$ cat src/design/qte_pkg.sv
// ----------------------------------------------------------------------------
// qte_pkg: shared types and constants for quaternion to euler conversion
// Holds the arctangent table, fixed-point widths and the controller
// command and status structs.
// ----------------------------------------------------------------------------
`default_nettype none
package qte_pkg;

    localparam int QUAT_FRAC_BITS  = 30;
    localparam int ANGLE_FRAC_BITS = 7;
    localparam int CORDIC_STEPS    = 16;
    localparam int WORK_FRAC       = 14;
    localparam int ACC_FRAC        = 24;
    localparam int RED             = QUAT_FRAC_BITS - WORK_FRAC;
    localparam int ACC_W           = 34;
    localparam int VEC_W           = 34;
    localparam int STEP_W          = 5;

    localparam logic signed [ACC_W-1:0] ACC_90 = ACC_W'(90 <<< ACC_FRAC);
    localparam logic signed [15:0] ANG_LIM = 16'(180 << ANGLE_FRAC_BITS);

    typedef enum logic [1:0] {
        SEL_ROLL  = 2'd0,
        SEL_PITCH = 2'd1,
        SEL_YAW   = 2'd2
    } angle_sel_t;

    typedef struct packed {
        logic       load_quat;
        logic       prod_step;
        logic       sqrt_start;
        logic       cordic_start;
        angle_sel_t sel;
        logic       store_angle;
        logic       finish;
        logic       rezero;
    } qte_cmd_t;

    typedef struct packed {
        logic sqrt_done;
        logic cordic_done;
    } qte_sts_t;

    function automatic logic signed [ACC_W-1:0] atan_tab(input logic [STEP_W-1:0] i);
        logic signed [ACC_W-1:0] r;
        unique case (i)
            5'd0:  r = 34'sd754974720;
            5'd1:  r = 34'sd445687602;
            5'd2:  r = 34'sd235489088;
            5'd3:  r = 34'sd119537938;
            5'd4:  r = 34'sd60000934;
            5'd5:  r = 34'sd30029717;
            5'd6:  r = 34'sd15018523;
            5'd7:  r = 34'sd7509720;
            5'd8:  r = 34'sd3754917;
            5'd9:  r = 34'sd1877466;
            5'd10: r = 34'sd938734;
            5'd11: r = 34'sd469367;
            5'd12: r = 34'sd234684;
            5'd13: r = 34'sd117342;
            5'd14: r = 34'sd58671;
            5'd15: r = 34'sd29335;
            5'd16: r = 34'sd14668;
            5'd17: r = 34'sd7334;
            5'd18: r = 34'sd3667;
            5'd19: r = 34'sd1833;
            5'd20: r = 34'sd917;
            5'd21: r = 34'sd458;
            5'd22: r = 34'sd229;
            5'd23: r = 34'sd115;
            default: r = '0;
        endcase
        return r;
    endfunction

endpackage
`default_nettype wire

$ cat src/design/qte_cordic.sv
// ----------------------------------------------------------------------------
// qte_cordic: iterative atan2 in degrees
// Normalizes the vector by one shift a cycle, folds the left half plane,
// then runs one vectoring step per cycle.
// ----------------------------------------------------------------------------
`default_nettype none
module qte_cordic
    import qte_pkg::*;
(
    input  wire logic                    clk,
    input  wire logic                    rst_n,
    input  wire logic                    start,
    input  wire logic signed [VEC_W-1:0] vy,
    input  wire logic signed [VEC_W-1:0] vx,
    output logic                         done,
    output logic signed [15:0]           angle
);

    typedef enum logic [3:0] {
        C_IDLE = 4'b0001,
        C_NORM = 4'b0010,
        C_ITER = 4'b0100,
        C_DONE = 4'b1000
    } cstate_t;

    cstate_t                  state_reg, state_next;
    logic signed [VEC_W-1:0]  x_reg, x_next, y_reg, y_next;
    logic signed [ACC_W-1:0]  acc_reg, acc_next;
    logic [STEP_W-1:0]        i_reg, i_next;

    logic [VEC_W-1:0]         ax, ay, m;
    logic signed [ACC_W-1:0]  rnd;
    logic signed [ACC_W-ACC_FRAC+ANGLE_FRAC_BITS-1:0] r;

    always_comb
    begin
        ax = x_reg[VEC_W-1] ? VEC_W'(-x_reg) : x_reg;
        ay = y_reg[VEC_W-1] ? VEC_W'(-y_reg) : y_reg;
        m  = (ax > ay) ? ax : ay;
    end

    always_comb
    begin
        state_next = state_reg;
        x_next     = x_reg;
        y_next     = y_reg;
        acc_next   = acc_reg;
        i_next     = i_reg;
        unique case (state_reg)
            C_IDLE:
            begin
                if (start)
                begin
                    x_next   = vx;
                    y_next   = vy;
                    acc_next = '0;
                    i_next   = '0;
                    if (vx == '0 && vy == '0)
                        state_next = C_DONE;
                    else
                        state_next = C_NORM;
                end
            end
            C_NORM:
            begin
                if (m >= VEC_W'(1 << 29))
                begin
                    x_next = x_reg >>> 1;
                    y_next = y_reg >>> 1;
                end
                else if (m < VEC_W'(1 << 28))
                begin
                    x_next = x_reg <<< 1;
                    y_next = y_reg <<< 1;
                end
                else
                begin
                    // fold left half plane by a quarter turn
                    if (x_reg[VEC_W-1])
                    begin
                        if (!y_reg[VEC_W-1])
                        begin
                            x_next   = y_reg;
                            y_next   = -x_reg;
                            acc_next = ACC_90;
                        end
                        else
                        begin
                            x_next   = -y_reg;
                            y_next   = x_reg;
                            acc_next = -ACC_90;
                        end
                    end
                    state_next = C_ITER;
                end
            end
            C_ITER:
            begin
                if (y_reg > 0)
                begin
                    x_next   = x_reg + (y_reg >>> i_reg);
                    y_next   = y_reg - (x_reg >>> i_reg);
                    acc_next = acc_reg + atan_tab(i_reg);
                end
                else
                begin
                    x_next   = x_reg - (y_reg >>> i_reg);
                    y_next   = y_reg + (x_reg >>> i_reg);
                    acc_next = acc_reg - atan_tab(i_reg);
                end
                i_next = i_reg + 1'b1;
                if (i_reg == STEP_W'(CORDIC_STEPS - 1))
                    state_next = C_DONE;
            end
            C_DONE:
                state_next = C_IDLE;
            default:
                state_next = C_IDLE;
        endcase
    end

    always_ff @(posedge clk or negedge rst_n)
    begin
        if (!rst_n)
            state_reg <= C_IDLE;
        else
            state_reg <= state_next;
    end

    always_ff @(posedge clk)
    begin
        x_reg   <= x_next;
        y_reg   <= y_next;
        acc_reg <= acc_next;
        i_reg   <= i_next;
    end

    always_comb
    begin
        rnd = acc_reg + ACC_W'(1 << (ACC_FRAC - 1 - ANGLE_FRAC_BITS));
        r   = rnd[ACC_W-1:ACC_FRAC-ANGLE_FRAC_BITS];
        if (r > ANG_LIM)
            angle = ANG_LIM;
        else if (r < -ANG_LIM)
            angle = -ANG_LIM;
        else
            angle = r[15:0];
        done = (state_reg == C_DONE);
    end

endmodule
`default_nettype wire

$ cat src/design/qte_datapath.sv
// ----------------------------------------------------------------------------
// qte_datapath: products, arcsine cosine term and angle registers
// One shared multiplier forms the ten component products one after another,
// a bit-pair square root forms the pitch cosine, and a shared cordic
// gives each angle in turn.
// ----------------------------------------------------------------------------
`default_nettype none
module qte_datapath
    import qte_pkg::*;
(
    input  wire logic               clk,
    input  wire logic               rst_n,
    input  wire qte_cmd_t           cmd,
    output qte_sts_t                sts,
    input  wire logic signed [31:0] quat_w,
    input  wire logic signed [31:0] quat_x,
    input  wire logic signed [31:0] quat_y,
    input  wire logic signed [31:0] quat_z,
    output logic signed [15:0]      roll_deg,
    output logic signed [14:0]      pitch_deg,
    output logic signed [15:0]      relative_yaw_deg
);

    localparam int Q_W = 32 - RED;
    localparam int P_W = 2 * Q_W;

    logic signed [Q_W-1:0] qw_reg, qx_reg, qy_reg, qz_reg;
    logic signed [Q_W-1:0] ma, mb;
    logic signed [P_W-1:0] prod;
    logic signed [P_W-WORK_FRAC-1:0] p14;
    logic signed [P_W-WORK_FRAC-1:0] pr_reg [10];
    logic [3:0] pidx_reg;

    logic signed [VEC_W-1:0] ry, rx, sy, yy_v, yx_v, s_sat;
    logic signed [VEC_W-1:0] vy, vx;
    logic signed [VEC_W-1:0] s_reg;

    logic [31:0] sq_n_reg, sq_r_reg, sq_b_reg;
    logic        sq_busy_reg;
    logic [31:0] sq_rb;

    logic              cd_done;
    logic signed [15:0] cd_angle;
    logic signed [15:0] roll_reg, pitch_reg, yaw_reg, actual_reg, offset_reg;
    logic signed [16:0] rel;
    logic signed [15:0] rel_w;

    // operand order: ww xx yy zz wx wy wz xy xz yz
    always_comb
    begin
        unique case (pidx_reg)
            4'd0:    begin ma = qw_reg; mb = qw_reg; end
            4'd1:    begin ma = qx_reg; mb = qx_reg; end
            4'd2:    begin ma = qy_reg; mb = qy_reg; end
            4'd3:    begin ma = qz_reg; mb = qz_reg; end
            4'd4:    begin ma = qw_reg; mb = qx_reg; end
            4'd5:    begin ma = qw_reg; mb = qy_reg; end
            4'd6:    begin ma = qw_reg; mb = qz_reg; end
            4'd7:    begin ma = qx_reg; mb = qy_reg; end
            4'd8:    begin ma = qx_reg; mb = qz_reg; end
            default: begin ma = qy_reg; mb = qz_reg; end
        endcase
        prod = ma * mb;
        p14  = prod[P_W-1:WORK_FRAC];
    end

    always_ff @(posedge clk)
    begin
        if (cmd.load_quat)
        begin
            qw_reg   <= quat_w[31:RED];
            qx_reg   <= quat_x[31:RED];
            qy_reg   <= quat_y[31:RED];
            qz_reg   <= quat_z[31:RED];
            pidx_reg <= '0;
        end
        else if (cmd.prod_step)
        begin
            pr_reg[pidx_reg] <= p14;
            pidx_reg         <= pidx_reg + 1'b1;
        end
    end

    always_comb
    begin
        ry   = VEC_W'(2 * (VEC_W'(pr_reg[9]) + VEC_W'(pr_reg[4])));
        rx   = VEC_W'(1 << WORK_FRAC) - VEC_W'(2 * (VEC_W'(pr_reg[1]) + VEC_W'(pr_reg[2])));
        sy   = VEC_W'(2 * (VEC_W'(pr_reg[5]) - VEC_W'(pr_reg[8])));
        yy_v = VEC_W'(2 * (VEC_W'(pr_reg[7]) + VEC_W'(pr_reg[6])));
        yx_v = VEC_W'(pr_reg[0]) + VEC_W'(pr_reg[1]) - VEC_W'(pr_reg[2]) - VEC_W'(pr_reg[3]);
        if (sy > VEC_W'(1 << WORK_FRAC))
            s_sat = VEC_W'(1 << WORK_FRAC);
        else if (sy < -VEC_W'(1 << WORK_FRAC))
            s_sat = -VEC_W'(1 << WORK_FRAC);
        else
            s_sat = sy;
    end

    // integer square root, two bits a cycle
    assign sq_rb = sq_r_reg + sq_b_reg;

    always_ff @(posedge clk or negedge rst_n)
    begin
        if (!rst_n)
            sq_busy_reg <= 1'b0;
        else if (cmd.sqrt_start)
            sq_busy_reg <= 1'b1;
        else if (sq_busy_reg && sq_b_reg == 32'd1)
            sq_busy_reg <= 1'b0;
    end

    always_ff @(posedge clk)
    begin
        if (cmd.sqrt_start)
        begin
            s_reg    <= s_sat;
            sq_n_reg <= 32'(32'sd268435456 -
                            32'($signed(s_sat[15:0]) * $signed(s_sat[15:0])));
            sq_r_reg <= '0;
            sq_b_reg <= 32'h4000_0000;
        end
        else if (sq_busy_reg)
        begin
            if (sq_n_reg >= sq_rb)
            begin
                sq_n_reg <= sq_n_reg - sq_rb;
                sq_r_reg <= (sq_r_reg >> 1) + sq_b_reg;
            end
            else
                sq_r_reg <= sq_r_reg >> 1;
            sq_b_reg <= sq_b_reg >> 2;
        end
    end

    assign sts.sqrt_done   = ~sq_busy_reg;
    assign sts.cordic_done = cd_done;

    always_comb
    begin
        unique case (cmd.sel)
            SEL_ROLL:  begin vy = ry;    vx = rx; end
            SEL_PITCH: begin vy = s_reg; vx = VEC_W'(sq_r_reg); end
            SEL_YAW:   begin vy = yy_v;  vx = yx_v; end
            default:   begin vy = ry;    vx = rx; end
        endcase
    end

    qte_cordic u_cordic (
        .clk   (clk),
        .rst_n (rst_n),
        .start (cmd.cordic_start),
        .vy    (vy),
        .vx    (vx),
        .done  (cd_done),
        .angle (cd_angle)
    );

    always_ff @(posedge clk)
    begin
        if (cmd.store_angle)
        begin
            unique case (cmd.sel)
                SEL_ROLL:  roll_reg  <= cd_angle;
                SEL_PITCH: pitch_reg <= cd_angle;
                SEL_YAW:   yaw_reg   <= cd_angle;
                default:   roll_reg  <= cd_angle;
            endcase
        end
    end

    always_ff @(posedge clk or negedge rst_n)
    begin
        if (!rst_n)
        begin
            actual_reg <= '0;
            offset_reg <= '0;
        end
        else if (cmd.rezero)
            offset_reg <= actual_reg;
        else if (cmd.finish)
            actual_reg <= yaw_reg;
    end

    always_comb
    begin
        rel = 17'(yaw_reg) - 17'(offset_reg);
        if (rel > 17'(ANG_LIM))
            rel = rel - 17'(2 * ANG_LIM);
        else if (rel < -17'(ANG_LIM))
            rel = rel + 17'(2 * ANG_LIM);
        rel_w = rel[15:0];
    end

    always_ff @(posedge clk)
    begin
        if (cmd.finish)
        begin
            roll_deg         <= roll_reg;
            pitch_deg        <= pitch_reg[14:0];
            relative_yaw_deg <= rel_w;
        end
    end

endmodule
`default_nettype wire

$ cat src/design/qte_ctrl.sv
// ----------------------------------------------------------------------------
// qte_ctrl: sequencer for one word
// Steps the products, the square root and the three cordic runs, then
// hands the result to the output register.
// ----------------------------------------------------------------------------
`default_nettype none
module qte_ctrl
    import qte_pkg::*;
(
    input  wire logic clk,
    input  wire logic rst_n,
    input  wire logic in_valid,
    output logic      in_stall,
    input  wire logic opcode,
    input  wire logic quat_present,
    output logic      out_valid,
    input  wire logic out_stall,
    output qte_cmd_t  cmd,
    input  wire qte_sts_t sts
);

    typedef enum logic [7:0] {
        S_IDLE  = 8'b0000_0001,
        S_PROD  = 8'b0000_0010,
        S_ROLL  = 8'b0000_0100,
        S_SQRT  = 8'b0000_1000,
        S_PITCH = 8'b0001_0000,
        S_YAW   = 8'b0010_0000,
        S_WAIT  = 8'b0100_0000,
        S_OUT   = 8'b1000_0000
    } state_t;

    state_t     state_reg, state_next;
    logic [3:0] cnt_reg, cnt_next;
    logic       started_reg, started_next;
    logic       ovalid_reg, ovalid_next;
    logic       accept;

    assign in_stall  = (state_reg != S_IDLE);
    assign accept    = in_valid && !in_stall;
    assign out_valid = ovalid_reg;

    always_comb
    begin
        state_next   = state_reg;
        cnt_next     = cnt_reg;
        started_next = started_reg;
        ovalid_next  = ovalid_reg && out_stall;
        cmd          = '0;
        cmd.sel      = SEL_ROLL;
        unique case (state_reg)
            S_IDLE:
            begin
                if (accept)
                begin
                    if (opcode)
                        cmd.rezero = 1'b1;
                    else if (quat_present)
                    begin
                        cmd.load_quat = 1'b1;
                        cnt_next      = '0;
                        state_next    = S_PROD;
                    end
                end
            end
            S_PROD:
            begin
                cmd.prod_step = 1'b1;
                cnt_next      = cnt_reg + 1'b1;
                if (cnt_reg == 4'd9)
                begin
                    started_next = 1'b0;
                    state_next   = S_ROLL;
                end
            end
            S_ROLL:
            begin
                cmd.sel = SEL_ROLL;
                if (!started_reg)
                begin
                    cmd.cordic_start = 1'b1;
                    started_next     = 1'b1;
                end
                else if (sts.cordic_done)
                begin
                    cmd.store_angle = 1'b1;
                    cmd.sqrt_start  = 1'b1;
                    started_next    = 1'b0;
                    state_next      = S_SQRT;
                end
            end
            S_SQRT:
            begin
                cmd.sel = SEL_PITCH;
                if (started_reg && sts.sqrt_done)
                begin
                    started_next = 1'b0;
                    state_next   = S_PITCH;
                end
                else
                    started_next = 1'b1;
            end
            S_PITCH:
            begin
                cmd.sel = SEL_PITCH;
                if (!started_reg)
                begin
                    cmd.cordic_start = 1'b1;
                    started_next     = 1'b1;
                end
                else if (sts.cordic_done)
                begin
                    cmd.store_angle = 1'b1;
                    started_next    = 1'b0;
                    state_next      = S_YAW;
                end
            end
            S_YAW:
            begin
                cmd.sel = SEL_YAW;
                if (!started_reg)
                begin
                    cmd.cordic_start = 1'b1;
                    started_next     = 1'b1;
                end
                else if (sts.cordic_done)
                begin
                    cmd.store_angle = 1'b1;
                    state_next      = S_WAIT;
                end
            end
            S_WAIT:
            begin
                // previous word must be gone before the output register reloads
                cmd.sel = SEL_YAW;
                if (!ovalid_reg || !out_stall)
                begin
                    cmd.finish  = 1'b1;
                    ovalid_next = 1'b1;
                    state_next  = S_OUT;
                end
            end
            S_OUT:
                state_next = S_IDLE;
            default:
                state_next = S_IDLE;
        endcase
    end

    always_ff @(posedge clk or negedge rst_n)
    begin
        if (!rst_n)
        begin
            state_reg   <= S_IDLE;
            cnt_reg     <= '0;
            started_reg <= 1'b0;
            ovalid_reg  <= 1'b0;
        end
        else
        begin
            state_reg   <= state_next;
            cnt_reg     <= cnt_next;
            started_reg <= started_next;
            ovalid_reg  <= ovalid_next;
        end
    end

endmodule
`default_nettype wire

$ cat src/design/quaternion_to_euler_rezero_top.sv
// ----------------------------------------------------------------------------
// quaternion_to_euler_rezero_top: quaternion to roll, pitch, relative yaw
// Controller plus datapath with a shared cordic and square root unit.
// ----------------------------------------------------------------------------
//  channel | handshake            | fields
//  input   | in_valid / in_stall  | opcode quat_present quat_w/x/y/z
//  output  | out_valid / out_stall| roll_deg pitch_deg relative_yaw_deg
//
// a sample word runs ten products on one multiplier, the roll cordic run,
// the square root, then the pitch and yaw cordic runs, each cordic run of
// 16 steps after its normalize shifts; re-zero and empty words are handled
// in the idle state itself.
// reset clears the controller and sets the stored actual yaw and the offset to zero.
// the output register holds a word while out_stall is high; a new word
// is accepted meanwhile and waits only at its final load.
// ----------------------------------------------------------------------------
`default_nettype none
module quaternion_to_euler_rezero_top
    import qte_pkg::*;
(
    input  wire logic               clk,
    input  wire logic               rst_n,
    input  wire logic               in_valid,
    output logic                    in_stall,
    input  wire logic               opcode,
    input  wire logic               quat_present,
    input  wire logic signed [31:0] quat_w,
    input  wire logic signed [31:0] quat_x,
    input  wire logic signed [31:0] quat_y,
    input  wire logic signed [31:0] quat_z,
    output logic                    out_valid,
    input  wire logic               out_stall,
    output logic signed [15:0]      roll_deg,
    output logic signed [14:0]      pitch_deg,
    output logic signed [15:0]      relative_yaw_deg
);

    qte_cmd_t cmd;
    qte_sts_t sts;

    qte_ctrl u_ctrl (
        .clk          (clk),
        .rst_n        (rst_n),
        .in_valid     (in_valid),
        .in_stall     (in_stall),
        .opcode       (opcode),
        .quat_present (quat_present),
        .out_valid    (out_valid),
        .out_stall    (out_stall),
        .cmd          (cmd),
        .sts          (sts)
    );

    qte_datapath u_dp (
        .clk              (clk),
        .rst_n            (rst_n),
        .cmd              (cmd),
        .sts              (sts),
        .quat_w           (quat_w),
        .quat_x           (quat_x),
        .quat_y           (quat_y),
        .quat_z           (quat_z),
        .roll_deg         (roll_deg),
        .pitch_deg        (pitch_deg),
        .relative_yaw_deg (relative_yaw_deg)
    );

endmodule
`default_nettype wire
$ cat config.mk
export PLATFORM = sky130hd
export DESIGN_NAME = quaternion_to_euler_rezero_top
export DESIGN_NICKNAME = d
export VERILOG_FILES = /design/src/design/qte_pkg.sv /design/src/design/qte_cordic.sv /design/src/design/qte_datapath.sv /design/src/design/qte_ctrl.sv /design/src/design/quaternion_to_euler_rezero_top.sv
export SDC_FILE = /design/constraint.sdc
export NUM_CORES = 2
export LEC_CHECK = 0
export ABC_AREA = 1
export BUFFER_PORTS_ARGS = -buffer_cell sky130_fd_sc_hd__clkbuf_2
export CAP_MARGIN = 5
export CORE_ASPECT_RATIO = 0.9
export CORE_UTILIZATION = 50
export CTS_BUF_LIST = sky130_fd_sc_hd__clkbuf_16
export DETAILED_ROUTE_END_ITERATION = 10
export GPL_TIMING_DRIVEN = 0
export PLACE_DENSITY = 0.76
export SYNTH_ARGS = -nofsm -noshare
export SYNTH_HDL_FRONTEND = slang
export SYNTH_HIERARCHICAL = 1
export SYNTH_SLANG_ARGS = --single-unit
export TNS_END_PERCENT = 50
$ cat constraint.sdc
create_clock -name clk -period 11.75 [get_ports clk]
set_input_delay 1.7625 -clock clk [delete_from_list [all_inputs] [get_ports clk]]
set_output_delay 1.7625 -clock clk [all_outputs]
set_load 0.005 [all_outputs]
==> out/metrics.yaml <==
status:
  outcome: "finished, final reports clean"
placement:
  place_inst: 11300
  dp_hpwl_mm: 210
  port_buffers: 118
  gp_congestion: 1.09
yosys:
  synth_compound_area_share_pct: 11.8
  netlist_area_um2: 70700
  syn_inst: 9347
  synth-xor-area-share_pct: 4.12
  synth_seq_cells: 629
  synth.avg_cell_area_um2: 7.56
  synth-async-reset-ratio_pct: 8.11
  synth_top_family_by_area: "simple AND/OR/NAND/NOR gates"
  seq_area_frac_synth_pct: 25.2
  synth.area.mux_share_pct: 0.223
  synth_edf_count: 496
  ys_types: 86
  synthSimpleGateAreaFrac_pct: 25.1
  ys.flop_type: "edfxtp_1"
  ys_warn_count: 6
  synthAdderAreaFrac_pct: 23.8
detailed_routing:
  first_pass_iters: 8
  ant_nets: 0
  vias_per_cell: 5.91
  drc_errors: 0
  drt_iter0_markers: 8152
  wire_per_inst_um: 22.4
  vias: 67700
  routed_wirelength_mm: 257
grt:
  grt_max_degree: 67
  track_usage_pct: 35.6
  antenna_found_initial: 4
  grt_pass1_vias: 64400
  grt_overflow: 0
  grt_pass1_wl_mm: 385
cts:
  insertion_delay_ns: 0.72
  clk_pin_slew_ns: 0.06
  cts_buffer_depth: 3
  h-tree-depth: 3
  cts_hold_buffers: 0
  numCtsBuffers: 72
  cts_sinks: 629
  postCtsSetupBuffers: 0
  cts_resized: 0
  root_buffer: "clkbuf_16"
  cts_tree: "yes"
timing:
  fin_crit_sh_pct: 82.0
  clock.fmax_mhz: 104
  slew_headroom_pct: 1.81
  worst_pin_slew_ns: 1.47
  setup_tns_ns: 0
  drv_slew: 0
  hold_viol_final: 0
  setup_viol: 0
  fin_skew_ns: 0.0756
  fin_crit_ns: 9.64
  holdWs_ns: 0.402
  rsz0062_at_grt: "no"
floorplan:
  placementRows: 130
  fp.dieArea_um2: 143000
  io_pins: 183
  die_w_um: 398
  coreArea_um2: 140000
  start_util_pct: 50.5
  dieHeight_um: 359
finish:
  fin_nets: 10700
  fill_cells: 13300
  largest_reg_flops: 180
  drive_above_1_share_pct: 6.22
  final_common_cell: "nand2_1"
  area.growth.synth_to_final_pct: 8.06
  finalNonFillerCells: 11500
  layout_common_cells: "nand2_1, inv_1, nand3_1, nor2_1, o21ai_0"
setup_path:
  rr_worst_depth: 28
  worstPathMaxFanout: 10
  cpPeakStageDelay_ns: 0.90
  cpMostUsedCell: "fa_1"
  crit_start: "u_dp/pidx_reg[0]"
  timing.rr.start: "u_dp/pidx_reg[0]"
  setup.worst_path.class: "flop to flop"
  worstPathRequired_ns: 12.06
  cp_slowest_cell: "o21ai_0"
  worst_setup_path_end_kind: "flop"
  crit_path_start_kind: "flop"
  cp_data_arrival_time_ns: 9.94
flow_run:
  cap_violations: 0
hold_path:
  worstHoldStart: "u_dp/pitch_reg[9]"
  hold_path_depth: 0
  worstHoldPathType: "flop to flop"
synth_stat cells (all sizes together), types with 3 or more instances:
| master | instances | share of area, % |
|---|---|---|
| o21bai | 58 | 0.62 |
| nand3 | 863 | 6.2 |
| a21boi | 12 | 0.13 |
| a2bb2oi | 3 | 0.037 |
| xnor2 | 99 | 1.2 |
| xor2 | 228 | 2.8 |
| o211ai | 30 | 0.32 |
| clkinv | 10 | 0.053 |
| nand2 | 2081 | 11 |
| dfxtp | 82 | 2.3 |
| ha | 502 | 8.9 |
| o21ai | 611 | 4.4 |
| a211oi | 6 | 0.064 |
| o41ai | 3 | 0.037 |
| a21oi | 559 | 4.0 |
| nor2 | 821 | 4.7 |
| o2111ai | 7 | 0.087 |
| inv | 1474 | 7.8 |
| a22oi | 20 | 0.21 |
| o31ai | 13 | 0.14 |
| clkbuf | 153 | 0.81 |
| a32o | 5 | 0.071 |
| a32oi | 19 | 0.24 |
| a21o | 23 | 0.24 |
| a41oi | 4 | 0.050 |
| o21a | 23 | 0.24 |
| nor3 | 91 | 0.74 |
| a31oi | 48 | 0.42 |
| o22ai | 15 | 0.13 |
| nor4 | 48 | 0.42 |
| mux2 | 14 | 0.22 |
| or2 | 42 | 0.37 |
| o221ai | 15 | 0.19 |
| nand4 | 104 | 0.94 |
| edfxtp | 496 | 21 |
| and3 | 3 | 0.027 |
| a221oi | 5 | 0.062 |
| nand3b | 27 | 0.29 |
| dfrtp | 49 | 1.7 |
| fa | 528 | 15 |
| buf | 128 | 1.0 |
cells by family (layout without fill, tap and decap cells):
family | after synthesis | after routing
simple gates | 4087 | 4087
buf+inv | 1765 | 2033
compound gates | 1492 | 1492
fa+ha+maj | 1030 | 1030
flops | 629 | 629
xor+xnor | 328 | 328
mux | 14 | 14
other cells | 2 | 8
area by class of cell:
type / count / area [um2] / share of cell area [%]
clock inverters: 56 / 564 / 0.739
multi-input cells: 6954 / 46100 / 60.3
flip-flops and latches: 629 / 17800 / 23.3
inverters: 1484 / 5580 / 7.31
clock buffers: 75 / 1880 / 2.46
repair buffers: 137 / 878 / 1.15
plain buffers: 281 / 1300 / 1.70
diodes: 5 / 12.5 / 0.0164
well taps: 1848 / 2310 / 3.03
path summary, 6_finish.rpt:
kind	end	slack [ns]
worst max-delay path	u_dp/pr_reg[5][16]	2.11
worst min-delay path	u_dp/pitch_deg[9]	0.40
worst max register to register	u_dp/pr_reg[5][16]	2.11
worst min register to register	u_dp/pitch_deg[9]	0.40
max in group asynchronous	u_ctrl/state_reg[0]	10.10
min in group asynchronous	u_dp/actual_reg[1]	1.02
through the flow:
step,setup slack (ns),cell area (um2),util [%]
after floorplan,3.79,70700,-
after global placement,1.81,73600,52.6
after global routing,1.73,76400,54.6
after detailed placement,2.36,73900,52.8
final,2.11,76400,54.6
after CTS,2.34,76300,54.6
metal layers:
metal	wire length, um	track usage, %	up-vias
li1	-	-	31100
met4	11500	14.7	2
met2	109000	54.0	3649
met3	29400	7.98	583
met1	107000	49.2	32400
met5	9	0	-
critical path: cells and delay by family, from the launching register on:
family	cells	cell delay [ns]
AOI/OAI and AO/OA	5	1.65
buffers and inverters	8	1.73
DFF	1	0.39
and+or+nand+nor	6	1.13
xor gates and xnor gates	1	0.90
adders and majority gates	8	3.45
Power is not shown: default switching activity piles up to over one toggle a cycle in this logic, so the estimate is an artifact.
